**src/rtl/nvcp_pkg.sv**
```systemverilog
`default_nettype none

package nvcp_pkg;

  // Frame characters.
  localparam logic [7:0] CH_NUL   = 8'h00;
  localparam logic [7:0] CH_EQ    = 8'h3D;
  localparam logic [7:0] CH_HASH  = 8'h23;
  localparam logic [7:0] CH_MINUS = 8'h2D;
  localparam logic [7:0] CH_PLUS  = 8'h2B;
  localparam logic [7:0] CH_DOT   = 8'h2E;
  localparam logic [7:0] CH_ZERO  = 8'h30;
  localparam logic [7:0] CH_NINE  = 8'h39;

  // Configuration register indexes.
  localparam logic [2:0] REG_NAME_COUNT = 3'd0;
  localparam logic [2:0] REG_NAME_FIRST = 3'd1;

  localparam int unsigned CFG_INDEX_W = 3;
  localparam int unsigned CFG_DATA_W  = 64;
  localparam int unsigned COUNT_W     = 3;
  localparam int unsigned INDEX_W     = 3;

  // Value format.
  localparam int unsigned FRACTION_DIGITS = 5;
  localparam int unsigned INT_W    = 15;
  localparam int unsigned FRAC_W   = 17;
  localparam int unsigned FCOUNT_W = 3;
  localparam int unsigned VALUE_W  = 32;
  localparam logic [INT_W-1:0] INT_MAX = 15'h7FFF;

  // The rounded fraction is floor((f * 2^(17-c) + 5^c) / (2 * 5^c)). The
  // numerator stays below 2^29 and the division is a multiplication by
  // ceil(2^k / (2 * 5^c)) followed by a right shift of k, exact over that range.
  localparam int unsigned NUM_W   = 29;
  localparam int unsigned RECIP_W = 30;
  localparam int unsigned PROD_W  = NUM_W + RECIP_W;
  localparam int unsigned QUOT_W  = 17;

  function automatic logic [NUM_W-1:0] frac_numerator(logic [FRAC_W-1:0] f,
                                                      logic [FCOUNT_W-1:0] c);
    logic [NUM_W+4:0] wide;
    wide = '0;
    unique case (c)
      3'd1:    wide = ({17'b0, f} << 16) + 34'd5;
      3'd2:    wide = ({17'b0, f} << 15) + 34'd25;
      3'd3:    wide = ({17'b0, f} << 14) + 34'd125;
      3'd4:    wide = ({17'b0, f} << 13) + 34'd625;
      3'd5:    wide = ({17'b0, f} << 12) + 34'd3125;
      default: wide = '0;
    endcase
    return wide[NUM_W-1:0];
  endfunction

  function automatic logic [RECIP_W-1:0] frac_recip(logic [FCOUNT_W-1:0] c);
    logic [RECIP_W-1:0] m;
    unique case (c)
      3'd1:    m = 30'd858993460;
      3'd2:    m = 30'd687194768;
      3'd3:    m = 30'd549755814;
      3'd4:    m = 30'd879609303;
      3'd5:    m = 30'd703687442;
      default: m = '0;
    endcase
    return m;
  endfunction

  function automatic logic [QUOT_W-1:0] frac_quotient(logic [PROD_W-1:0] p,
                                                      logic [FCOUNT_W-1:0] c);
    logic [QUOT_W-1:0] q;
    unique case (c)
      3'd1:    q = p[33 +: QUOT_W];
      3'd2:    q = p[35 +: QUOT_W];
      3'd3:    q = p[37 +: QUOT_W];
      3'd4:    q = p[40 +: QUOT_W];
      3'd5:    q = p[42 +: QUOT_W];
      default: q = '0;
    endcase
    return q;
  endfunction

endpackage

`default_nettype wire

```
**src/rtl/name_value_command_parser_top.sv**
```systemverilog
`default_nettype none
// A result beat passes the frame snapshot, name compare, fraction multiply and output
// registers in that order after the final byte of a frame is accepted.
// Throughput: one byte per cycle while results are taken, a frame can end in every
// cycle; the 30 x 29 bit fraction multiplier is fully pipelined, so nothing iterates.
// Reset (rst_ni low, asynchronous): frame state, held value, configuration registers and
// all valid flags are cleared; the block is ready for bytes as soon as it is released.

module name_value_command_parser_top
  import nvcp_pkg::*;
#(
  parameter int unsigned NAME_BYTES = 8,
  parameter int unsigned MAX_NAMES  = 6
) (
  input  wire logic                   clk_i,
  input  wire logic                   rst_ni,
  // Configuration write port.
  input  wire logic                   cfg_we_i,
  input  wire logic [CFG_INDEX_W-1:0] cfg_index_i,
  input  wire logic [CFG_DATA_W-1:0]  cfg_wdata_i,
  // Byte stream in.
  input  wire logic                   s_axis_tvalid_i,
  output logic                        s_axis_tready_o,
  input  wire logic [7:0]             s_axis_tdata_i,   // [7:0] byte_value
  input  wire logic                   s_axis_tlast_i,   // last_byte
  // Result stream out.
  output logic                        m_axis_tvalid_o,
  input  wire logic                   m_axis_tready_i,
  output logic [VALUE_W-1:0]          m_axis_tdata_o,   // [31:0] value
  output logic [INDEX_W:0]            m_axis_tuser_o    // [0] matched, [3:1] name_index
);

  localparam int unsigned NAME_W = 8 * NAME_BYTES;
  localparam int unsigned LEN_W  = $clog2(NAME_BYTES + 1);

  typedef enum logic [1:0] {
    PH_NAME,
    PH_VSTART,
    PH_VDIGITS,
    PH_VDONE
  } phase_e;

  // Snapshot of a finished frame.
  typedef struct packed {
    logic                ok;
    logic [NAME_W-1:0]   name;
    logic                neg;
    logic [INT_W-1:0]    int_part;
    logic [FRAC_W-1:0]   frac;
    logic [FCOUNT_W-1:0] fcount;
  } snap_t;

  // After the name compare.
  typedef struct packed {
    logic                hit;
    logic [INDEX_W-1:0]  idx;
    logic                neg;
    logic [INT_W-1:0]    int_part;
    logic [NUM_W-1:0]    num;
    logic [RECIP_W-1:0]  recip;
    logic [FCOUNT_W-1:0] fcount;
  } cmp_t;

  // After the fraction multiply.
  typedef struct packed {
    logic                hit;
    logic [INDEX_W-1:0]  idx;
    logic                neg;
    logic [INT_W-1:0]    int_part;
    logic [PROD_W-1:0]   prod;
    logic [FCOUNT_W-1:0] fcount;
  } mul_t;

  // Configuration registers.
  logic [COUNT_W-1:0]    name_count_q;
  logic [CFG_DATA_W-1:0] names_q [MAX_NAMES];

  // Frame state.
  phase_e              phase_q, phase_d;
  logic [NAME_W-1:0]   name_q, name_d;
  logic [LEN_W-1:0]    len_q, len_d;
  logic                bad_q, bad_d;
  logic                neg_q, neg_d;
  logic [INT_W-1:0]    int_q, int_d;
  logic [FRAC_W-1:0]   frac_q, frac_d;
  logic [FCOUNT_W-1:0] fcount_q, fcount_d;
  logic                infrac_q, infrac_d;

  // Pipeline.
  logic                snap_v_q, cmp_v_q, mul_v_q, out_v_q;
  snap_t               snap_q, snap_d;
  cmp_t                cmp_q, cmp_d;
  mul_t                mul_q, mul_d;
  logic                out_hit_q;
  logic [INDEX_W-1:0]  out_idx_q;
  logic [VALUE_W-1:0]  out_value_q, value_d;
  logic [VALUE_W-1:0]  held_q, held_d;

  logic                out_rdy, mul_rdy, cmp_rdy, snap_rdy;
  logic                in_beat, frame_end;

  // Each stage moves on when it is empty or its successor takes its contents.
  assign out_rdy  = !out_v_q  || m_axis_tready_i;
  assign mul_rdy  = !mul_v_q  || out_rdy;
  assign cmp_rdy  = !cmp_v_q  || mul_rdy;
  assign snap_rdy = !snap_v_q || cmp_rdy;

  assign s_axis_tready_o = snap_rdy;
  assign in_beat   = s_axis_tvalid_i && s_axis_tready_o;
  assign frame_end = in_beat && s_axis_tlast_i;

  // ---------------------------------------------------------------------------
  // Per-byte update of the frame state.
  // ---------------------------------------------------------------------------
  always_comb begin
    logic [7:0]  b;
    logic        vbyte;
    logic [3:0]  digit;
    logic [18:0] int_next;
    b        = s_axis_tdata_i;
    vbyte    = 1'b0;
    digit    = b[3:0];
    int_next = {4'b0, int_q} * 19'd10 + {15'b0, digit};

    phase_d  = phase_q;
    name_d   = name_q;
    len_d    = len_q;
    bad_d    = bad_q;
    neg_d    = neg_q;
    int_d    = int_q;
    frac_d   = frac_q;
    fcount_d = fcount_q;
    infrac_d = infrac_q;

    unique case (phase_q)
      PH_NAME: begin
        if (!bad_q) begin
          if (b == CH_EQ) begin
            phase_d = PH_VSTART;
          end else if (b == CH_NUL) begin
            bad_d = 1'b1;
          end else if (len_q < LEN_W'(NAME_BYTES)) begin
            for (int i = 0; i < NAME_BYTES; i++) begin
              if (len_q == LEN_W'(i)) begin
                name_d[8*i +: 8] = b;
              end
            end
            len_d = len_q + 1'b1;
          end
        end
      end
      PH_VSTART: begin
        phase_d = PH_VDIGITS;
        if (b == CH_MINUS) begin
          neg_d = 1'b1;
        end else if (b != CH_PLUS) begin
          vbyte = 1'b1;
        end
      end
      PH_VDIGITS: vbyte = 1'b1;
      default: ;
    endcase

    // Value characters: a dot switches to the fraction once, anything that is
    // neither a dot nor a digit ends the value ('#' and NUL among them).
    if (vbyte) begin
      if (b == CH_DOT) begin
        infrac_d = 1'b1;
      end else if (b < CH_ZERO || b > CH_NINE) begin
        phase_d = PH_VDONE;
      end else if (!infrac_q) begin
        int_d = (int_next > 19'(INT_MAX)) ? INT_MAX : int_next[INT_W-1:0];
      end else if (fcount_q < FCOUNT_W'(FRACTION_DIGITS)) begin
        frac_d   = frac_q * FRAC_W'(10) + {13'b0, digit};
        fcount_d = fcount_q + 1'b1;
      end
    end
  end

  always_comb begin
    snap_d.ok       = (phase_d != PH_NAME) && !bad_d;
    snap_d.name     = name_d;
    snap_d.neg      = neg_d;
    snap_d.int_part = int_d;
    snap_d.frac     = frac_d;
    snap_d.fcount   = fcount_d;
  end

  // ---------------------------------------------------------------------------
  // Name compare and fraction numerator. The lowest matching index wins.
  // ---------------------------------------------------------------------------
  always_comb begin
    logic [COUNT_W-1:0]    n_eff;
    logic [CFG_DATA_W-1:0] name_wide;
    n_eff = (name_count_q > COUNT_W'(MAX_NAMES)) ? COUNT_W'(MAX_NAMES) : name_count_q;
    name_wide = CFG_DATA_W'(snap_q.name);
    cmp_d.hit = 1'b0;
    cmp_d.idx = '0;
    for (int k = MAX_NAMES - 1; k >= 0; k--) begin
      if (snap_q.ok && (COUNT_W'(k) < n_eff) && (names_q[k] == name_wide)) begin
        cmp_d.hit = 1'b1;
        cmp_d.idx = INDEX_W'(k);
      end
    end
    cmp_d.neg      = snap_q.neg;
    cmp_d.int_part = snap_q.int_part;
    cmp_d.num      = frac_numerator(snap_q.frac, snap_q.fcount);
    cmp_d.recip    = frac_recip(snap_q.fcount);
    cmp_d.fcount   = snap_q.fcount;
  end

  always_comb begin
    mul_d.hit      = cmp_q.hit;
    mul_d.idx      = cmp_q.idx;
    mul_d.neg      = cmp_q.neg;
    mul_d.int_part = cmp_q.int_part;
    mul_d.prod     = PROD_W'(cmp_q.num) * PROD_W'(cmp_q.recip);
    mul_d.fcount   = cmp_q.fcount;
  end

  // ---------------------------------------------------------------------------
  // Q16.16 assembly: the fraction is capped at all ones, then the sign applied.
  // An unmatched frame reports the last matched value.
  // ---------------------------------------------------------------------------
  always_comb begin
    logic [QUOT_W-1:0]  q;
    logic [15:0]        fr;
    logic [VALUE_W-1:0] mag;
    q   = frac_quotient(mul_q.prod, mul_q.fcount);
    fr  = q[QUOT_W-1] ? 16'hFFFF : q[15:0];
    mag = {1'b0, mul_q.int_part, fr};
    held_d  = mul_q.hit ? (mul_q.neg ? (~mag + 1'b1) : mag) : held_q;
    value_d = held_d;
  end

  // ---------------------------------------------------------------------------
  // Registers.
  // ---------------------------------------------------------------------------
  always_ff @(posedge clk_i or negedge rst_ni) begin
    if (!rst_ni) begin
      name_count_q <= '0;
      for (int k = 0; k < MAX_NAMES; k++) begin
        names_q[k] <= '0;
      end
    end else if (cfg_we_i) begin
      if (cfg_index_i == REG_NAME_COUNT) begin
        name_count_q <= cfg_wdata_i[COUNT_W-1:0];
      end
      for (int k = 0; k < MAX_NAMES; k++) begin
        if (cfg_index_i == REG_NAME_FIRST + CFG_INDEX_W'(k)) begin
          names_q[k] <= cfg_wdata_i;
        end
      end
    end
  end

  always_ff @(posedge clk_i or negedge rst_ni) begin
    if (!rst_ni) begin
      phase_q  <= PH_NAME;
      name_q   <= '0;
      len_q    <= '0;
      bad_q    <= 1'b0;
      neg_q    <= 1'b0;
      int_q    <= '0;
      frac_q   <= '0;
      fcount_q <= '0;
      infrac_q <= 1'b0;
    end else if (frame_end) begin
      phase_q  <= PH_NAME;
      name_q   <= '0;
      len_q    <= '0;
      bad_q    <= 1'b0;
      neg_q    <= 1'b0;
      int_q    <= '0;
      frac_q   <= '0;
      fcount_q <= '0;
      infrac_q <= 1'b0;
    end else if (in_beat) begin
      phase_q  <= phase_d;
      name_q   <= name_d;
      len_q    <= len_d;
      bad_q    <= bad_d;
      neg_q    <= neg_d;
      int_q    <= int_d;
      frac_q   <= frac_d;
      fcount_q <= fcount_d;
      infrac_q <= infrac_d;
    end
  end

  always_ff @(posedge clk_i or negedge rst_ni) begin
    if (!rst_ni) begin
      snap_v_q <= 1'b0;
      cmp_v_q  <= 1'b0;
      mul_v_q  <= 1'b0;
      out_v_q  <= 1'b0;
      held_q   <= '0;
    end else begin
      if (snap_rdy) snap_v_q <= frame_end;
      if (cmp_rdy)  cmp_v_q  <= snap_v_q;
      if (mul_rdy)  mul_v_q  <= cmp_v_q;
      if (out_rdy) begin
        out_v_q <= mul_v_q;
        if (mul_v_q) held_q <= held_d;
      end
    end
  end

  always_ff @(posedge clk_i) begin
    if (snap_rdy) snap_q <= snap_d;
    if (cmp_rdy)  cmp_q  <= cmp_d;
    if (mul_rdy)  mul_q  <= mul_d;
    if (out_rdy && mul_v_q) begin
      out_hit_q   <= mul_q.hit;
      out_idx_q   <= mul_q.idx;
      out_value_q <= value_d;
    end
  end

  assign m_axis_tvalid_o = out_v_q;
  assign m_axis_tdata_o  = out_value_q;
  assign m_axis_tuser_o  = {out_idx_q, out_hit_q};

`ifndef SYNTHESIS
  // Input can only be held off by a result waiting at the output.
  a_stall_needs_result: assert property (@(posedge clk_i) disable iff (!rst_ni)
    !s_axis_tready_o |-> m_axis_tvalid_o)
    else $error("input stalled with no result pending");

  // An unmatched result always carries index zero.
  a_unmatched_index: assert property (@(posedge clk_i) disable iff (!rst_ni)
    (m_axis_tvalid_o && !m_axis_tuser_o[0]) |-> (m_axis_tuser_o[INDEX_W:1] == '0))
    else $error("unmatched result with nonzero index");

  // Every result shows the held value, which it has just set when matched.
  a_value_is_held: assert property (@(posedge clk_i) disable iff (!rst_ni)
    m_axis_tvalid_o |-> (m_axis_tdata_o == held_q))
    else $error("result value differs from held value");

  // A frame boundary moves a beat into the pipeline in the next cycle.
  a_frame_enters: assert property (@(posedge clk_i) disable iff (!rst_ni)
    frame_end |=> snap_v_q)
    else $error("final byte produced no pipeline entry");
`endif

endmodule

`default_nettype wire

```
**config.mk**
```make
export PLATFORM = sky130hd
export DESIGN_NAME = name_value_command_parser_top
export DESIGN_NICKNAME = d
export VERILOG_FILES = /design/src/rtl/nvcp_pkg.sv /design/src/rtl/name_value_command_parser_top.sv
export SDC_FILE = /design/constraint.sdc
export NUM_CORES = 2
export LEC_CHECK = 0
export BUFFER_PORTS_ARGS = -buffer_cell sky130_fd_sc_hd__clkbuf_2
export CAP_MARGIN = 10
export CORE_MARGIN = 5
export CORE_UTILIZATION = 55
export DETAILED_ROUTE_END_ITERATION = 8
export PLACE_DENSITY = 0.71
export SKIP_CTS_REPAIR_TIMING = 1
export SYNTH_ARGS = -nofsm -noshare
export SYNTH_HDL_FRONTEND = slang
export SYNTH_SLANG_ARGS = --single-unit
```
**constraint.sdc**
```tcl
create_clock -name clk_i -period 11.1 [get_ports clk_i]
set_clock_uncertainty 0.2 [all_clocks]
set_input_delay 1.11 -clock clk_i [delete_from_list [all_inputs] [get_ports clk_i]]
set_output_delay 1.11 -clock clk_i [all_outputs]
set_load 0.01 [all_outputs]
```
==> results.txt <==
* Worst Max-Slew Pin Slew: between 1 and 1.5 ns
- Routability Congestion: 0.9927
* Final count of negative-setup-slack endpoints: 0
- Highest attainable clock frequency: between 100 and 150 MHz
- For this run, the register share of the synthesized area comes to between 30% and 40%.
- Core Footprint: roughly 0.11 mm²
* Syn Nets: ~7000
- Fraction of final layout cells with drive strength greater than 1: roughly 14%
- Cell at the root of the clock tree: sky130_fd_sc_hd__clkbuf_16
- The worst register-to-register path begins at cmp_q[42].
- In the global route stage, met2 resource usage came out at between 40 and 50%.
- Critical Path Start Type: register
* Post-layout min period: approximately 9.4 ns
- The cell count after synthesis came out at between 5000 and 6000.
* Class of the most critical hold timing path: register to register
- Power spread over the standard cell area amounts to 133.6 mW/mm².
- Clock insertion delay at the later pin of the skew report: roughly 0.70 ns
- In this run the remaining antenna-violating nets after routing total 0.
- On the worst path, the slowest cell contributes a delay of 1.00 ns.
* Length of the first detailed-routing pass in iterations: 6
- The die covers between 0.1 and 0.15 mm².
* Number of rows in the core area: 123
- Leaving out fill and tap cells, the most frequent cell in the layout is sky130_fd_sc_hd__inv_1.
- Setup repair after global routing left no endpoint under its margin.
- Register bit count reported by yosys: between 700 and 800
- The via count of the first global-routing pass was between 40000 and 50000.
- The count of buffers added on input and output ports is between 100 and 150.
* Number of cells on the worst hold path: 0
* Final design utilization: between 50% and 60%
- Crit path depth: 25
* Most frequent cells in the layout: sky130_fd_sc_hd__inv_1, sky130_fd_sc_hd__fa_1, sky130_fd_sc_hd__dfrtp_1
- TritonCTS built the clock tree.
- After synthesis, the netlist uses 83 different library cells.
- The first routing iteration left approximately 3700 violations.
- The clock tree synthesis step divided the H-tree into 3 levels.
- Data on the critical path is required at its endpoint by about 11 ns.
- In this run the mean area of a mapped cell was approximately 11 µm².
- For met3 alone, demand over resource in global routing was under 10%.
- Post-synth EDFFs: between 200 and 250
- Via count of the routed design: about 43000
* Kind of end point of the critical path: register
- For this design the static power due to leakage is ~32 nW.
* Async set-or-reset flop fraction in the synthesized netlist: 68.16%
* Residual overflow from global routing: 0
- Worst-case reg-to-reg path depth: 25
- In this run the tightest slew margin relative to its limit is roughly 21%.
- The number of hold violations in the final report was 0.
* Peak supply drop: roughly 0.17 mV
* Most Used Layer, Global Route: met2
- Final Routed Wirelength: roughly 180000 µm
- After detailed routing, the number of remaining DRC violations is 0.
* Synthesis Warnings: 0
* Number of sinks handled by clock tree synthesis: roughly 800
* Starting utilization of the core area: 55.34%
- Die W: approximately 350 µm
* Clock slew seen by the registers of the worst setup and hold paths: about 0.06 ns
- The flow ran to the end, and the final reports show no timing, DRC or antenna violations.
- The net count of the finished layout is ~6800.
- Entering global routing, the biggest net connects between 150 and 200 pins.
- Beginning of the worst hold path: cmp_q[64]
* Post-synth top flop: sky130_fd_sc_hd__dfrtp_1
- The longest clock path from root to sink contains 3 buffers.
- The most numerous cell type found on the critical path is sky130_fd_sc_hd__fa_1.
* Number of placed I/O pins: between 100 and 150
* Die boundary height: 346.4 µm
- Post-detailed-route via-to-cell ratio: approximately 5.9
- Number of max-cap violations: 0
- Buffers and inverters on the worst path: 6
* Family with the most delay on the worst path: adder cells
- Placed wire-length estimate after detailed placement: 139100 µm
- Global routing used 40.67% of the available met1 tracks.
- Counting the buffers created by CTS gives 83.
* Area growth from synthesis to final layout: 7.321%
* Total power: between 0.008 and 0.009 W
- Slew Viols, Final: 0
* Total routing resource utilization after global routing: 30.13%
* Antenna violations before repair: 9
- The worst setup path is of the register to register kind.
* Final worst path period share: a little over four fifths
- Sum Neg Setup Slack: 0 ns
* Critical Path Slowest Stage Cell: sky130_fd_sc_hd__edfxtp_1
* Average wire per standard cell: approximately 25 µm
- Of all nets on the critical path, the largest fanout is 20.
- Data arrives at the worst endpoint at 9.55 ns.
- First-pass GRT wire length: about 280000 µm
- The most critical setup path has its startpoint at cmp_q[42].
- The cell area that synthesis handed to floorplanning was 0.06226 mm².
## power by group
part | leakage (nW) | total [W] | internal, W | switching (W)
clock network | 1.28 | 0.00270 | 0.00150 | 0.00120
logic | 21.6 | 0.00196 | 0.000924 | 0.00103
registers | 9.52 | 0.00427 | 0.00355 | 0.000719
total | 32.4 | 0.00892 | 0.00597 | 0.00296
## metrics by stage
stage | cells | setup slack (ns) | hold slack [ns] | area, µm²
6_report | 7283 | 1.710 | 0.2027 | 66820
5_1_grt | 7281 | 1.274 | 0.2048 | 66810
4_1_cts | 7278 | 1.726 | 0.1930 | 66800
3_5_place_dp | 7126 | 1.716 | 0.2045 | 64170
3_3_place_gp | 7126 | 1.808 | 0.2007 | 64170
2_1_floorplan | 5725 | 3.203 | 0.2003 | 62260
## per-layer routing
layer / part of all wire, % / wire length (µm) / vias up
met5: 0.015 / 27 / -
met4: 5.0 / 9078 / 4
met3: 8.9 / 16030 / 423
met2: 46 / 83020 / 1834
met1: 40 / 72770 / 21760
li1: - / - / 18760
## cell usage after synthesis (9+ instances only)
cell type	number	area, µm²
sky130_fd_sc_hd__a211oi_1	11	82.58
sky130_fd_sc_hd__a21o_1	35	262.8
sky130_fd_sc_hd__a21oi_1	115	575.6
sky130_fd_sc_hd__a221oi_1	10	87.58
sky130_fd_sc_hd__a22o_1	27	236.5
sky130_fd_sc_hd__a22oi_1	82	615.6
sky130_fd_sc_hd__a31oi_1	25	156.4
sky130_fd_sc_hd__and2_1	241	1508
sky130_fd_sc_hd__and3_1	22	137.6
sky130_fd_sc_hd__buf_2	10	50.05
sky130_fd_sc_hd__clkbuf_1	253	949.7
sky130_fd_sc_hd__dfrtp_1	531	13290
sky130_fd_sc_hd__edfxtp_1	248	7447
sky130_fd_sc_hd__fa_1	630	12610
sky130_fd_sc_hd__ha_1	416	5205
sky130_fd_sc_hd__inv_1	912	3423
sky130_fd_sc_hd__mux2_2	467	5259
sky130_fd_sc_hd__mux2i_1	21	210.2
sky130_fd_sc_hd__nand2_1	453	1700
sky130_fd_sc_hd__nand2b_1	19	118.9
sky130_fd_sc_hd__nand3_1	45	225.2
sky130_fd_sc_hd__nand4_1	76	475.5
sky130_fd_sc_hd__nor2_1	119	446.7
sky130_fd_sc_hd__nor2b_1	23	143.9
sky130_fd_sc_hd__nor3_1	33	165.2
sky130_fd_sc_hd__nor4_1	55	344.1
sky130_fd_sc_hd__o211ai_1	10	75.07
sky130_fd_sc_hd__o21a_1	14	105.1
sky130_fd_sc_hd__o21ai_0	201	1006
sky130_fd_sc_hd__o21bai_1	9	67.56
sky130_fd_sc_hd__o22ai_1	23	143.9
sky130_fd_sc_hd__o31ai_1	9	67.56
sky130_fd_sc_hd__xnor2_1	244	2137
sky130_fd_sc_hd__xor2_1	202	1769
## cells by family (layout without fill, tap and decap cells)
family                   after synthesis  after routing  share of synthesized area (%)
XOR/XNOR                             446            446                          6.274
multiplexers                         491            491                          8.839
buffers and inverters               1186           1239                          7.225
adder cells (fa/ha/maj)             1046           1046                          28.62
other                                  0              5                              0
AND/OR/NAND/NOR                     1132           1132                          9.086
AO/OA/AOI/OAI                        645            645                          6.652
flip-flops                           779            779                          33.31
## path summary, 6_finish.rpt
check,to,slack [ns]
max,mul_q[49],1.71
min,mul_q[64],0.20
max reg2reg,mul_q[49],1.71
min reg2reg,mul_q[64],0.20
max in group asynchronous,frac_q[15],8.21
min in group asynchronous,held_q[3],0.21
## area by class of cell
| cell class | instances | area, µm² |
|---|---|---|
| fill | 9343 | 45680 |
| multi-input combinational | 3760 | 37080 |
| sequential | 779 | 20730 |
| inverter | 913 | 3427 |
| clock buffer | 120 | 2276 |
| tap | 1500 | 1877 |
| timing repair buffer | 174 | 1046 |
| clock inverter | 32 | 360.3 |
| antenna | 5 | 12.51 |
## worst register-to-register path: stages, from the launching register on
cell                        delay (ns)
sky130_fd_sc_hd__edfxtp_1         1.00
sky130_fd_sc_hd__buf_4            0.36
sky130_fd_sc_hd__nand2_1          0.12
sky130_fd_sc_hd__inv_1            0.34
sky130_fd_sc_hd__fa_1             0.52
sky130_fd_sc_hd__fa_1             0.52
sky130_fd_sc_hd__inv_1            0.05
sky130_fd_sc_hd__fa_1             0.46
sky130_fd_sc_hd__fa_1             0.51
sky130_fd_sc_hd__inv_1            0.06
sky130_fd_sc_hd__fa_1             0.58
sky130_fd_sc_hd__fa_1             0.44
sky130_fd_sc_hd__fa_1             0.48
sky130_fd_sc_hd__inv_1            0.05
sky130_fd_sc_hd__fa_1             0.49
sky130_fd_sc_hd__inv_1            0.04
sky130_fd_sc_hd__ha_1             0.31
sky130_fd_sc_hd__a21o_1           0.24
sky130_fd_sc_hd__nor2_1           0.11
sky130_fd_sc_hd__o211ai_1         0.10
sky130_fd_sc_hd__a41oi_1          0.30
sky130_fd_sc_hd__o211ai_1         0.31
sky130_fd_sc_hd__a2111oi_0        0.72
sky130_fd_sc_hd__o21bai_1         0.27
sky130_fd_sc_hd__a2111oi_0        0.41
sky130_fd_sc_hd__nor3_1           0.10
## registers in the layout (all words and copies together), names as in the netlist, 4 cells and up
name / flops
len_q: 4
int_q: 15
mul_q: 49
held_q: 32
cmp_d: 19
m_axis_tdata_o: 32
name_q: 64
snap_q: 82
frac_q: 17
names_q: 384
cmp_q: 62
(Power assumes the default switching activity.)
